## src/design/bif_pkg.sv

```systemverilog
// ---------------------------------------------------------------------------
// bif_pkg: shared types and constants for the bone influence table
// Field widths, register codes, chain operations and the controller states.
// ---------------------------------------------------------------------------
package bif_pkg;

  // Default table depth of the cell chain.
  localparam int unsigned BIF_MAX_INFLUENCES = 16;

  // Field widths.
  localparam int unsigned BONE_W   = 10;
  localparam int unsigned WEIGHT_W = 16;
  localparam int unsigned KEPT_W   = 5;
  localparam int unsigned MBC_W    = 5;
  localparam int unsigned Q_W      = 16;

  // At most this many influences leave one finalize.
  localparam int unsigned KEEP_LIMIT = 16;

  // Register reset values.
  localparam logic [MBC_W-1:0]    MAX_BONE_RESET  = 5'd4;
  localparam logic [WEIGHT_W-1:0] THRESHOLD_RESET = 16'd0;

  // One in unsigned Q1.15.
  localparam logic [Q_W-1:0] ONE_Q15 = 16'h8000;

  // Item action codes.
  typedef enum logic {
    ACT_ADD,
    ACT_FINALIZE
  } bif_action_e;

  // Register index, taken from the word address.
  typedef enum logic {
    REG_MAX_BONE,
    REG_THRESHOLD
  } bif_reg_e;

  // Operation applied to every cell of the chain together.
  typedef enum logic [1:0] {
    OP_HOLD,
    OP_INSERT,
    OP_ROTATE,
    OP_SHIFT
  } bif_op_e;

  // Controller states.
  typedef enum logic [2:0] {
    ST_IDLE,
    ST_INSERT,
    ST_SCAN,
    ST_SEEK,
    ST_DIV,
    ST_OUT,
    ST_EMPTY
  } bif_state_e;

  // Control broadcast to all cells.
  typedef struct packed {
    bif_op_e               op;
    logic [BONE_W-1:0]     match_bone;
    logic [BONE_W-1:0]     key_bone;
    logic [WEIGHT_W-1:0]   key_weight;
  } bif_chain_t;

endpackage

```

## src/design/bone_influence_table.sv

```systemverilog
// ---------------------------------------------------------------------------
// bone_influence_table: per-vertex top-k bone influence selector
// Sorted chain of influence cells with pruning and Q1.15 normalization.
// ---------------------------------------------------------------------------
// Usage:
//   Input items (in_valid_i/in_ready_o) either add a bone weight to the
//   current vertex or finalize it. An add first finds a cell holding the
//   same bone, then moves the chain so the table stays sorted by descending
//   weight. An add produces no result. A finalize first rotates the chain
//   once over its filled cells to count the survivors and sum their
//   weights. It then walks the chain, shifting past entries that are not
//   kept and normalizing each emitted influence with the bit-serial divider
//   (16 steps). An empty vertex gives one result. The last result carries
//   last_o; the table and the overflow flag are then clear and the block
//   takes new items while that result still waits. Results sit in an output
//   register; when it is full and out_ready_i is low, the divider result
//   waits and the chain holds. Reset empties the table, clears the overflow
//   flag, and sets max_bone_count to 4 and weight_threshold to 0. Registers
//   are written over the APB port; the user must write them only while the
//   block is idle, which the block itself does not enforce. Word 0 is
//   max_bone_count and word 1 is weight_threshold.
// ---------------------------------------------------------------------------
module bone_influence_table #(
  parameter int unsigned MAX_INFLUENCES = bif_pkg::BIF_MAX_INFLUENCES
) (
  input  logic                          clk_i,
  input  logic                          rst_ni,
  // Item input channel.
  input  logic                          in_valid_i,
  output logic                          in_ready_o,
  input  logic                          action_i,
  input  logic [bif_pkg::BONE_W-1:0]    bone_id_i,
  input  logic [bif_pkg::WEIGHT_W-1:0]  weight_i,
  // Result channel.
  output logic                          out_valid_o,
  input  logic                          out_ready_i,
  output logic [bif_pkg::BONE_W-1:0]    bone_id_res_o,
  output logic [bif_pkg::Q_W-1:0]       norm_weight_o,
  output logic                          valid_res_o,
  output logic                          last_o,
  output logic [bif_pkg::KEPT_W-1:0]    kept_count_o,
  output logic                          overflowed_o,
  // Configuration port.
  input  logic                          psel,
  input  logic                          penable,
  input  logic                          pwrite,
  input  logic [2:0]                    paddr,
  input  logic [31:0]                   pwdata,
  output logic [31:0]                   prdata,
  output logic                          pready
);
  import bif_pkg::*;

  localparam int unsigned N        = MAX_INFLUENCES;
  localparam int unsigned CNT_W    = $clog2(N + 1);
  localparam int unsigned IDX_W    = $clog2(N);
  localparam int unsigned KEEP_MAX = (N < KEEP_LIMIT) ? N : KEEP_LIMIT;
  localparam int unsigned TOT_W    = WEIGHT_W + $clog2(KEEP_MAX);
  localparam int unsigned NUM_W    = TOT_W + Q_W;

  // Controller and table state.
  bif_state_e          state_q, state_d;
  logic [CNT_W-1:0]    count_q, count_d;
  logic                ovf_q, ovf_d;
  logic [IDX_W-1:0]    scan_q, scan_d;
  logic [KEPT_W-1:0]   kept_q, kept_d;
  logic [TOT_W-1:0]    total_q, total_d;
  logic [KEPT_W-1:0]   emit_q, emit_d;

  // Add key latched in the match cycle.
  logic [BONE_W-1:0]   key_bone_q;
  logic [WEIGHT_W-1:0] key_w_q;
  logic [IDX_W-1:0]    k_q;
  logic                grow_q;
  logic [BONE_W-1:0]   res_bone_q;

  // Configuration registers.
  logic [MBC_W-1:0]    mbc_q;
  logic [WEIGHT_W-1:0] thr_q;

  // Output register.
  logic                out_valid_q;
  logic [BONE_W-1:0]   out_bone_q;
  logic [Q_W-1:0]      out_norm_q;
  logic                out_vres_q;
  logic                out_last_q;
  logic [KEPT_W-1:0]   out_kept_q;
  logic                out_ovf_q;

  // Chain wiring.
  bif_chain_t          chain;
  bif_op_e             op;
  logic [BONE_W-1:0]   cell_bone   [N];
  logic [WEIGHT_W-1:0] cell_w      [N];
  logic                cell_lighter[N];
  logic                cell_match  [N];

  // Match results and helpers.
  logic                match_any;
  logic [WEIGHT_W-1:0] match_w;
  logic [IDX_W-1:0]    match_idx;
  logic [WEIGHT_W:0]   acc_sum;
  logic [WEIGHT_W-1:0] acc_sat;
  logic                full;
  logic                add_take;
  logic [KEPT_W-1:0]   limit;
  logic                head_pass;
  logic                slot_free;
  logic                res_last;
  logic                out_load;
  logic                out_empty;
  logic                div_start;
  logic                div_done;
  logic [NUM_W-1:0]    div_numer;
  logic [TOT_W-1:0]    div_denom;
  logic [Q_W-1:0]      div_quot;
  logic                cfg_write;

  // Configuration port.
  assign cfg_write = psel && penable && pwrite;
  assign pready    = 1'b1;
  assign prdata    = (paddr[2] == REG_THRESHOLD) ? {16'b0, thr_q} : {27'b0, mbc_q};

  always_ff @(posedge clk_i or negedge rst_ni) begin
    if (!rst_ni) begin
      mbc_q <= MAX_BONE_RESET;
      thr_q <= THRESHOLD_RESET;
    end else if (cfg_write) begin
      if (paddr[2] == REG_MAX_BONE) begin
        mbc_q <= pwdata[MBC_W-1:0];
      end else begin
        thr_q <= pwdata[WEIGHT_W-1:0];
      end
    end
  end

  // Cell chain.
  assign chain.op         = op;
  assign chain.match_bone = bone_id_i;
  assign chain.key_bone   = key_bone_q;
  assign chain.key_weight = key_w_q;

  for (genvar j = 0; j < N; j++) begin : g_cell
    logic [BONE_W-1:0]   prev_bone;
    logic [WEIGHT_W-1:0] prev_w;
    logic                prev_lighter;
    logic [BONE_W-1:0]   next_bone;
    logic [WEIGHT_W-1:0] next_w;

    if (j == 0) begin : g_first
      assign prev_bone    = '0;
      assign prev_w       = '0;
      assign prev_lighter = 1'b0;
    end else begin : g_inner
      assign prev_bone    = cell_bone[j-1];
      assign prev_w       = cell_w[j-1];
      assign prev_lighter = cell_lighter[j-1];
    end

    if (j == N - 1) begin : g_tail
      assign next_bone = '0;
      assign next_w    = '0;
    end else begin : g_body
      assign next_bone = cell_bone[j+1];
      assign next_w    = cell_w[j+1];
    end

    bif_cell #(
      .CNT_W(CNT_W),
      .IDX_W(IDX_W),
      .IDX  (j)
    ) u_cell (
      .clk_i         (clk_i),
      .ctl_i         (chain),
      .k_i           (k_q),
      .count_i       (count_q),
      .prev_bone_i   (prev_bone),
      .prev_weight_i (prev_w),
      .prev_lighter_i(prev_lighter),
      .next_bone_i   (next_bone),
      .next_weight_i (next_w),
      .head_bone_i   (cell_bone[0]),
      .head_weight_i (cell_w[0]),
      .bone_o        (cell_bone[j]),
      .weight_o      (cell_w[j]),
      .lighter_o     (cell_lighter[j]),
      .match_o       (cell_match[j])
    );
  end

  // Gather the matching cell, if any; bones in the table are unique.
  always_comb begin
    match_any = 1'b0;
    match_w   = '0;
    match_idx = '0;
    for (int j = 0; j < N; j++) begin
      if (cell_match[j]) begin
        match_any = 1'b1;
        match_w   = match_w | cell_w[j];
        match_idx = match_idx | IDX_W'(j);
      end
    end
  end

  // Saturating accumulation of a repeated bone.
  assign acc_sum  = {1'b0, match_w} + {1'b0, weight_i};
  assign acc_sat  = acc_sum[WEIGHT_W] ? '1 : acc_sum[WEIGHT_W-1:0];
  assign full     = count_q == CNT_W'(N);
  assign add_take = (state_q == ST_IDLE) && in_valid_i && (action_i == ACT_ADD);

  // Finalize selection helpers.
  assign limit     = (mbc_q > KEPT_W'(KEEP_MAX)) ? KEPT_W'(KEEP_MAX) : mbc_q;
  assign head_pass = cell_w[0] >= thr_q;
  assign slot_free = !out_valid_q || out_ready_i;
  assign res_last  = (emit_q + KEPT_W'(1)) == kept_q;

  // Divider operands: weight share of the total, or an even split.
  always_comb begin
    if (total_q != '0) begin
      div_numer = (NUM_W'(cell_w[0]) << 15) + NUM_W'(total_q >> 1);
      div_denom = total_q;
    end else begin
      div_numer = NUM_W'(ONE_Q15) + NUM_W'(kept_q >> 1);
      div_denom = TOT_W'(kept_q);
    end
  end

  bif_div #(
    .TOT_W(TOT_W)
  ) u_div (
    .clk_i  (clk_i),
    .rst_ni (rst_ni),
    .start_i(div_start),
    .numer_i(div_numer),
    .denom_i(div_denom),
    .done_o (div_done),
    .quot_o (div_quot)
  );

  // Next state, chain operation and result loading.
  always_comb begin
    state_d   = state_q;
    count_d   = count_q;
    ovf_d     = ovf_q;
    scan_d    = scan_q;
    kept_d    = kept_q;
    total_d   = total_q;
    emit_d    = emit_q;
    op        = OP_HOLD;
    div_start = 1'b0;
    out_load  = 1'b0;
    out_empty = 1'b0;
    unique case (state_q)
      ST_IDLE: begin
        if (in_valid_i) begin
          if (action_i == ACT_ADD) begin
            if (!match_any && full) begin
              ovf_d = 1'b1;
            end
            state_d = ST_INSERT;
          end else begin
            kept_d  = '0;
            total_d = '0;
            scan_d  = '0;
            emit_d  = '0;
            state_d = (count_q == '0) ? ST_EMPTY : ST_SCAN;
          end
        end
      end
      ST_INSERT: begin
        op = OP_INSERT;
        if (grow_q) begin
          count_d = count_q + CNT_W'(1);
        end
        state_d = ST_IDLE;
      end
      ST_SCAN: begin
        op = OP_ROTATE;
        if (head_pass && (kept_q < limit)) begin
          kept_d  = kept_q + KEPT_W'(1);
          total_d = total_q + TOT_W'(cell_w[0]);
        end
        scan_d = scan_q + IDX_W'(1);
        if (scan_q == IDX_W'(count_q - CNT_W'(1))) begin
          state_d = (kept_d == '0) ? ST_EMPTY : ST_SEEK;
        end
      end
      ST_SEEK: begin
        if (head_pass && (emit_q < kept_q)) begin
          div_start = 1'b1;
          state_d   = ST_DIV;
        end else begin
          op = OP_SHIFT;
        end
      end
      ST_DIV: begin
        if (div_done) begin
          state_d = ST_OUT;
        end
      end
      ST_OUT: begin
        if (slot_free) begin
          out_load = 1'b1;
          op       = OP_SHIFT;
          emit_d   = emit_q + KEPT_W'(1);
          if (res_last) begin
            count_d = '0;
            ovf_d   = 1'b0;
            state_d = ST_IDLE;
          end else begin
            state_d = ST_SEEK;
          end
        end
      end
      ST_EMPTY: begin
        if (slot_free) begin
          out_load  = 1'b1;
          out_empty = 1'b1;
          count_d   = '0;
          ovf_d     = 1'b0;
          state_d   = ST_IDLE;
        end
      end
      default: begin
        state_d = ST_IDLE;
      end
    endcase
  end

  assign in_ready_o = state_q == ST_IDLE;

  // Control registers.
  always_ff @(posedge clk_i or negedge rst_ni) begin
    if (!rst_ni) begin
      state_q     <= ST_IDLE;
      count_q     <= '0;
      ovf_q       <= 1'b0;
      scan_q      <= '0;
      kept_q      <= '0;
      total_q     <= '0;
      emit_q      <= '0;
      out_valid_q <= 1'b0;
    end else begin
      state_q <= state_d;
      count_q <= count_d;
      ovf_q   <= ovf_d;
      scan_q  <= scan_d;
      kept_q  <= kept_d;
      total_q <= total_d;
      emit_q  <= emit_d;
      if (out_load) begin
        out_valid_q <= 1'b1;
      end else if (out_ready_i) begin
        out_valid_q <= 1'b0;
      end
    end
  end

  // Add key: the weight after accumulation and the last cell that may move.
  always_ff @(posedge clk_i) begin
    if (add_take) begin
      key_bone_q <= bone_id_i;
      key_w_q    <= match_any ? acc_sat : weight_i;
      if (match_any) begin
        k_q <= match_idx;
      end else if (full) begin
        k_q <= IDX_W'(N - 1);
      end else begin
        k_q <= count_q[IDX_W-1:0];
      end
      grow_q <= !match_any && !full;
    end
    if (div_start) begin
      res_bone_q <= cell_bone[0];
    end
  end

  // Result payload.
  always_ff @(posedge clk_i) begin
    if (out_load) begin
      out_bone_q <= out_empty ? '0 : res_bone_q;
      out_norm_q <= out_empty ? '0 : div_quot;
      out_vres_q <= !out_empty;
      out_last_q <= out_empty || res_last;
      out_kept_q <= out_empty ? '0 : kept_q;
      out_ovf_q  <= ovf_q;
    end
  end

  assign out_valid_o   = out_valid_q;
  assign bone_id_res_o = out_bone_q;
  assign norm_weight_o = out_norm_q;
  assign valid_res_o   = out_vres_q;
  assign last_o        = out_last_q;
  assign kept_count_o  = out_kept_q;
  assign overflowed_o  = out_ovf_q;

  // Checks on the table and the controller.
  a_count_bound: assert property (@(posedge clk_i) disable iff (!rst_ni)
    count_q <= CNT_W'(N))
    else $error("table fill exceeds its depth");

  a_div_owner: assert property (@(posedge clk_i) disable iff (!rst_ni)
    div_done |-> (state_q == ST_DIV))
    else $error("divider finished outside the divide state");

  a_clear_after_last: assert property (@(posedge clk_i) disable iff (!rst_ni)
    (out_load && (out_empty || res_last)) |=> (count_q == '0 && !ovf_q && in_ready_o))
    else $error("table not cleared after the final result");

  a_head_sorted: assert property (@(posedge clk_i) disable iff (!rst_ni)
    (state_q == ST_IDLE && count_q >= CNT_W'(2)) |-> (cell_w[0] >= cell_w[1]))
    else $error("chain head out of weight order");

endmodule

```

## src/design/bif_cell.sv

```systemverilog
// ---------------------------------------------------------------------------
// bif_cell: one entry of the sorted influence chain
// Holds one bone and weight, compares against the broadcast key, and loads
// the key, the head or its left or right neighbor as the chain op requires.
// ---------------------------------------------------------------------------
module bif_cell #(
  parameter int unsigned CNT_W = 5,
  parameter int unsigned IDX_W = 4,
  parameter int unsigned IDX   = 0
) (
  input  logic                          clk_i,
  input  bif_pkg::bif_chain_t           ctl_i,
  input  logic [IDX_W-1:0]              k_i,
  input  logic [CNT_W-1:0]              count_i,
  input  logic [bif_pkg::BONE_W-1:0]    prev_bone_i,
  input  logic [bif_pkg::WEIGHT_W-1:0]  prev_weight_i,
  input  logic                          prev_lighter_i,
  input  logic [bif_pkg::BONE_W-1:0]    next_bone_i,
  input  logic [bif_pkg::WEIGHT_W-1:0]  next_weight_i,
  input  logic [bif_pkg::BONE_W-1:0]    head_bone_i,
  input  logic [bif_pkg::WEIGHT_W-1:0]  head_weight_i,
  output logic [bif_pkg::BONE_W-1:0]    bone_o,
  output logic [bif_pkg::WEIGHT_W-1:0]  weight_o,
  output logic                          lighter_o,
  output logic                          match_o
);
  import bif_pkg::*;

  logic [BONE_W-1:0]   bone_q, bone_d;
  logic [WEIGHT_W-1:0] weight_q, weight_d;
  logic                occupied;
  logic                in_range;
  logic                rot_wrap;
  logic                rot_inner;

  // Position of this cell relative to the fill level and the move range.
  assign occupied  = CNT_W'(IDX) < count_i;
  assign in_range  = IDX_W'(IDX) <= k_i;
  assign rot_wrap  = CNT_W'(IDX + 1) == count_i;
  assign rot_inner = CNT_W'(IDX + 1) < count_i;

  // An empty cell counts as lighter than any key, so the lighter flags form
  // a thermometer along the chain.
  assign lighter_o = !occupied || (weight_q < ctl_i.key_weight);
  assign match_o   = occupied && (bone_q == ctl_i.match_bone);

  // Next entry value for the broadcast operation.
  always_comb begin
    bone_d   = bone_q;
    weight_d = weight_q;
    unique case (ctl_i.op)
      OP_INSERT: begin
        if (in_range && prev_lighter_i) begin
          bone_d   = prev_bone_i;
          weight_d = prev_weight_i;
        end else if (in_range && lighter_o) begin
          bone_d   = ctl_i.key_bone;
          weight_d = ctl_i.key_weight;
        end
      end
      OP_ROTATE: begin
        if (rot_wrap) begin
          bone_d   = head_bone_i;
          weight_d = head_weight_i;
        end else if (rot_inner) begin
          bone_d   = next_bone_i;
          weight_d = next_weight_i;
        end
      end
      OP_SHIFT: begin
        bone_d   = next_bone_i;
        weight_d = next_weight_i;
      end
      default: begin
        bone_d   = bone_q;
        weight_d = weight_q;
      end
    endcase
  end

  // Entry storage.
  always_ff @(posedge clk_i) begin
    bone_q   <= bone_d;
    weight_q <= weight_d;
  end

  assign bone_o   = bone_q;
  assign weight_o = weight_q;

endmodule

```

## src/design/bif_div.sv

```systemverilog
// ---------------------------------------------------------------------------
// bif_div: restoring divider for weight normalization
// Produces a Q_W-bit quotient one bit per cycle; the numerator must be below
// the denominator times two to the Q_W.
// ---------------------------------------------------------------------------
module bif_div #(
  parameter int unsigned TOT_W = 20
) (
  input  logic                              clk_i,
  input  logic                              rst_ni,
  input  logic                              start_i,
  input  logic [TOT_W+bif_pkg::Q_W-1:0]     numer_i,
  input  logic [TOT_W-1:0]                  denom_i,
  output logic                              done_o,
  output logic [bif_pkg::Q_W-1:0]           quot_o
);
  import bif_pkg::*;

  localparam int unsigned STEP_W = $clog2(Q_W + 1);

  logic [TOT_W-1:0]  rem_q, rem_d;
  logic [TOT_W-1:0]  den_q, den_d;
  logic [Q_W-1:0]    quo_q, quo_d;
  logic [STEP_W-1:0] step_q, step_d;
  logic [TOT_W:0]    shifted;
  logic [TOT_W:0]    trial;

  // One trial subtraction per cycle.
  assign shifted = {rem_q, quo_q[Q_W-1]};
  assign trial   = shifted - {1'b0, den_q};

  always_comb begin
    rem_d  = rem_q;
    den_d  = den_q;
    quo_d  = quo_q;
    step_d = step_q;
    if (start_i) begin
      rem_d  = numer_i[TOT_W+Q_W-1:Q_W];
      quo_d  = numer_i[Q_W-1:0];
      den_d  = denom_i;
      step_d = STEP_W'(Q_W);
    end else if (step_q != '0) begin
      if (!trial[TOT_W]) begin
        rem_d = trial[TOT_W-1:0];
        quo_d = {quo_q[Q_W-2:0], 1'b1};
      end else begin
        rem_d = shifted[TOT_W-1:0];
        quo_d = {quo_q[Q_W-2:0], 1'b0};
      end
      step_d = step_q - STEP_W'(1);
    end
  end

  // Step counter.
  always_ff @(posedge clk_i or negedge rst_ni) begin
    if (!rst_ni) begin
      step_q <= '0;
    end else begin
      step_q <= step_d;
    end
  end

  // Datapath registers.
  always_ff @(posedge clk_i) begin
    rem_q <= rem_d;
    den_q <= den_d;
    quo_q <= quo_d;
  end

  // The quotient is complete after the cycle in which the last step runs.
  assign done_o = step_q == STEP_W'(1);
  assign quot_o = quo_q;

endmodule

```

## config.mk

```make
export PLATFORM = sky130hd
export DESIGN_NAME = bone_influence_table
export DESIGN_NICKNAME = d
export VERILOG_FILES = /design/src/design/bif_pkg.sv /design/src/design/bone_influence_table.sv /design/src/design/bif_cell.sv /design/src/design/bif_div.sv
export SDC_FILE = /design/constraint.sdc
export NUM_CORES = 2
export LEC_CHECK = 0
export BUFFER_PORTS_ARGS = -buffer_cell sky130_fd_sc_hd__buf_2
export CAP_MARGIN = 15
export CORE_MARGIN = 3
export CORE_UTILIZATION = 30
export DETAILED_ROUTE_END_ITERATION = 6
export SYNTH_ARGS = -nofsm -noshare
export SYNTH_HDL_FRONTEND = slang
export SYNTH_SLANG_ARGS = --single-unit
```

## constraint.sdc

```tcl
create_clock -name clk_i -period 4.4 [get_ports clk_i]
set_input_delay 0.88 -clock clk_i [delete_from_list [all_inputs] [get_ports clk_i]]
set_output_delay 0.88 -clock clk_i [all_outputs]
set_load 0.02 [all_outputs]
```

==> flow_metrics.tcl <==
set metrics [dict create \
    gp_congestion 1.071 \
    drv_slew 0 \
    grt_max_degree 71 \
    final_common_cell "edfxtp_1" \
    numCtsBuffers 74 \
    numPortBuffers 102 \
    min_period_over_period_pct 110.8 \
    drtIter0Drc 6278 \
    fmax_ghz 0.2050 \
    antenna_found_initial 6 \
    worst_path_largest_cell_delay_ps 420 \
    grt_pass1_vias 39210 \
    synth.distinct_cells 88 \
    cp.arrival_ps 5280 \
    fin_crit_ps 4877 \
    tightest_slew_ps 1111 \
    routed_wl_um 204900 \
    nets 5032 \
    cts.hold.buffers_added 0 \
    cts_tree "built" \
    drc 0 \
    critPathKind "reg -> reg" \
    cp_max_fo 8 \
    yosysSeqAreaShare_pct 41.60 \
    p_leak_nw 20.91 \
    status "finished with violations" \
    htreeDepth 3 \
    wire_per_inst_um 31.08 \
    vias 41380 \
    cp-start-kind "flop" \
    swShare_pct 48.58 \
    postRouteAntennaNets 0 \
    seq_power_share_pct 31.9 \
    rows 139 \
    path_cells "buf_12, and2_4, buf_12, a21oi_2, buf_4, nor4_4, buf_4, buf_4, a221oi_1, and3_1, nand4_1, ha_1, o21ai_1, o21bai_1, o311a_1, o41a_1, a41o_1, or4_4, o2111ai_2, mux2i_1, a31oi_2" \
    final-setup-viol-count 16 \
    p_switching_mw 23.11 \
    vias_per_cell 6.278 \
    setup_ws_ps -477.0 \
    ys_warn_count 0 \
    cts-root-buf "clkbuf_16" \
    violations "setup timing" \
    yosys.area.top_type "edfxtp_1" \
    grt_pass1_wl_um 287300 \
    hp-class "in -> async" \
    placedCellCount 6429 \
    fin_setup_tns_ps -5813 \
    critPathRequiredTime_ps 4800 \
    die_w_um 387.7 \
    ir_drop_v 0.0006136 \
    crit_top_cell "buf_4" \
    clkPwrFrac_pct 13.2 \
    fin_worst_skew_ps 41.93 \
    synthesis.instances 4241 \
    ys_ff_latch 617 \
    async_flop_share_pct 11.35 \
    dieArea_mm2 0.1503 \
    gr-usage-all-layers_pct 26.08 \
    path_clk_slew_ps 60 \
    clockBufferDepth 3 \
    power_density_mw_per_mm2 892.0 \
    overflow 0 \
    rsz0062_at_grt "true" \
    crit_path_end_kind "flop" \
    synthDominantCellAreaShare_pct 37.59 \
    mostFrequentLayoutCells "547 x edfxtp_1, 460 x buf_4, 347 x a22oi_1" \
    dr.pass1.iters 7 \
    core_area_mm2 0.1442 \
    hold_violations 0 \
    internal_power_mw 24.46 \
    synth-edff-count 547 \
    totalPowerFinal_mw 47.57 \
    ys.flop_type "edfxtp_1" \
    detailed_place_hpwl_um 148400 \
    syn-cell-area_mm2 0.04370 \
    final_cells 6591 \
    synth_area_leaders "edfxtp_1 38%, ha_1 9.5%, a22oi_1 6.1%" \
    clk_latency_ps 690 \
    start_util_pct 30.31 \
    io_pins 138 \
    maxCapViolations 0 \
    synth_area_per_cell_um2 10.30 \
    max-slew-margin-rel_pct 25.38 \
    synthToLayoutAreaGrowth_pct 22.06 \
    slowest_stage "or4_4" \
    p_comb_share_pct 55.0 \
    drive_above_1_share_pct 20.22 \
    cts.sinks 617 \
    die_height_um 387.7 \
]
[flip-flops by register name, summed over array words and instances, names as in the netlist, 5 cells and up]
name / flops
bone_id_res_o: 10
count_q: 5
emit_q: 5
g_cell.u_cell.bone_o: 160
g_cell.u_cell.weight_o: 256
kept_count_o: 5
kept_q: 5
key_bone_q: 10
key_w_q: 16
mbc_q: 5
norm_weight_o: 16
res_bone_q: 10
thr_q: 16
total_q: 20
u_div.den_q: 20
u_div.quot_o: 16
u_div.rem_q: 20
u_div.step_q: 5
[cells in the mapped netlist, types with 52 or more instances]
library cell,count
nor2_1,122
a21oi_1,155
a21o_1,86
xnor2_1,168
nand3_1,131
and2_1,52
nand4_1,78
nor2b_1,60
ha_1,331
edfxtp_1,547
a22o_1,77
mux2i_1,261
nand2_1,240
clkbuf_1,240
xor2_1,66
o21ai_0,344
a221o_1,53
o211ai_1,93
inv_1,86
a22oi_1,353
dfrtp_1,69
buf_2,74
[metal layers]
layer | wire length [um] | track usage, % | up-vias
li1 | - | - | 17250
met1 | 78090 | 33.52 | 20090
met2 | 84220 | 38.13 | 3265
met3 | 27020 | 8.077 | 768
met4 | 15490 | 15.99 | 6
met5 | 41 | 0 | -
[final timing paths]
| check | startpoint | to | slack, ps | cells past startpoint |
|---|---|---|---|---|
| setup / recovery | count_q[2]$_DFFE_PN0P_ | key_w_q[15]$_DFFE_PP_ | -480 | 21 |
| hold / removal | rst_ni | count_q[2]$_DFFE_PN0P_ | 340 | 1 |
| setup reg to reg | count_q[2]$_DFFE_PN0P_ | key_w_q[15]$_DFFE_PP_ | -480 | 21 |
| hold reg to reg | ovf_q$_DFFE_PN0P_ | overflowed_o$_DFFE_PP_ | 470 | 0 |
| max in group asynchronous | rst_ni | count_q[0]$_DFFE_PN0P_ | 3400 | 1 |
| min in group clk_i | pwdata[6] | thr_q[6]$_DFFE_PN0P_ | 450 | 2 |
[critical path, delay by kind of cell (launching register included)]
| family | cells | cell delay (ps) |
|---|---|---|
| AOI/OAI and AO/OA | 9 | 1780 |
| adders and majority gates | 1 | 350 |
| buffers and inverters | 5 | 810 |
| DFF | 1 | 400 |
| muxes | 1 | 240 |
| and+or+nand+nor | 5 | 1000 |
[timing repair]
action,4_1_cts,5_1_grt
endpoints found under the setup margin,16,16
resized for setup,39,32
gates cloned,0,1
buffers inserted,12,14
pin swaps,30,7
[layout make-up]
cell class | count | area (um^2)
flip-flops and latches | 617 | 18180
multi-input cells | 3190 | 24350
repair buffers | 659 | 5763
inverters | 86 | 322.8
clock inverters | 35 | 309.0
well taps | 1903 | 2381
clock buffers | 97 | 2019
fillers | 14180 | 90840
diodes | 4 | 10.01
[through the flow]
step	hold WS [ps]	area, um^2	util [%]	worst slack, ps
CTS	358.5	53080	36.81	-472.7
floorplan	424.4	43940	-	-640.1
global route	417.2	53330	36.99	-608.6
finish	341.4	53340	36.99	-477.0
detailed placement	447.1	50500	35.02	-1236
global placement	443.3	50500	35.02	-1235
[power by group through the flow]
| stage | combinational, mW | sequential (mW) | clock, mW |
|---|---|---|---|
| CTS | 24.9 | 14.9 | 6.30 |
| detailed placement | 24.8 | 15.0 | 0 |
| finish | 26.2 | 15.2 | 6.26 |
| global placement | 24.3 | 15.1 | 0 |
| global route | 27.4 | 15.2 | 6.52 |
| floorplan | 13.7 | 13.3 | 0 |
[logic make-up after synthesis]
kind of cell / after synthesis / share of synthesized area (%)
adder cells (fa/ha/maj): 335 / 9.661
AO/OA/AOI/OAI: 1440 / 22.56
other: 2 / 0.01719
buffers and inverters: 449 / 4.421
flip-flops: 617 / 41.60
multiplexers: 300 / 6.984
XOR/XNOR: 234 / 4.690
AND/OR/NAND/NOR: 864 / 10.06
(Power assumes the default switching activity.)
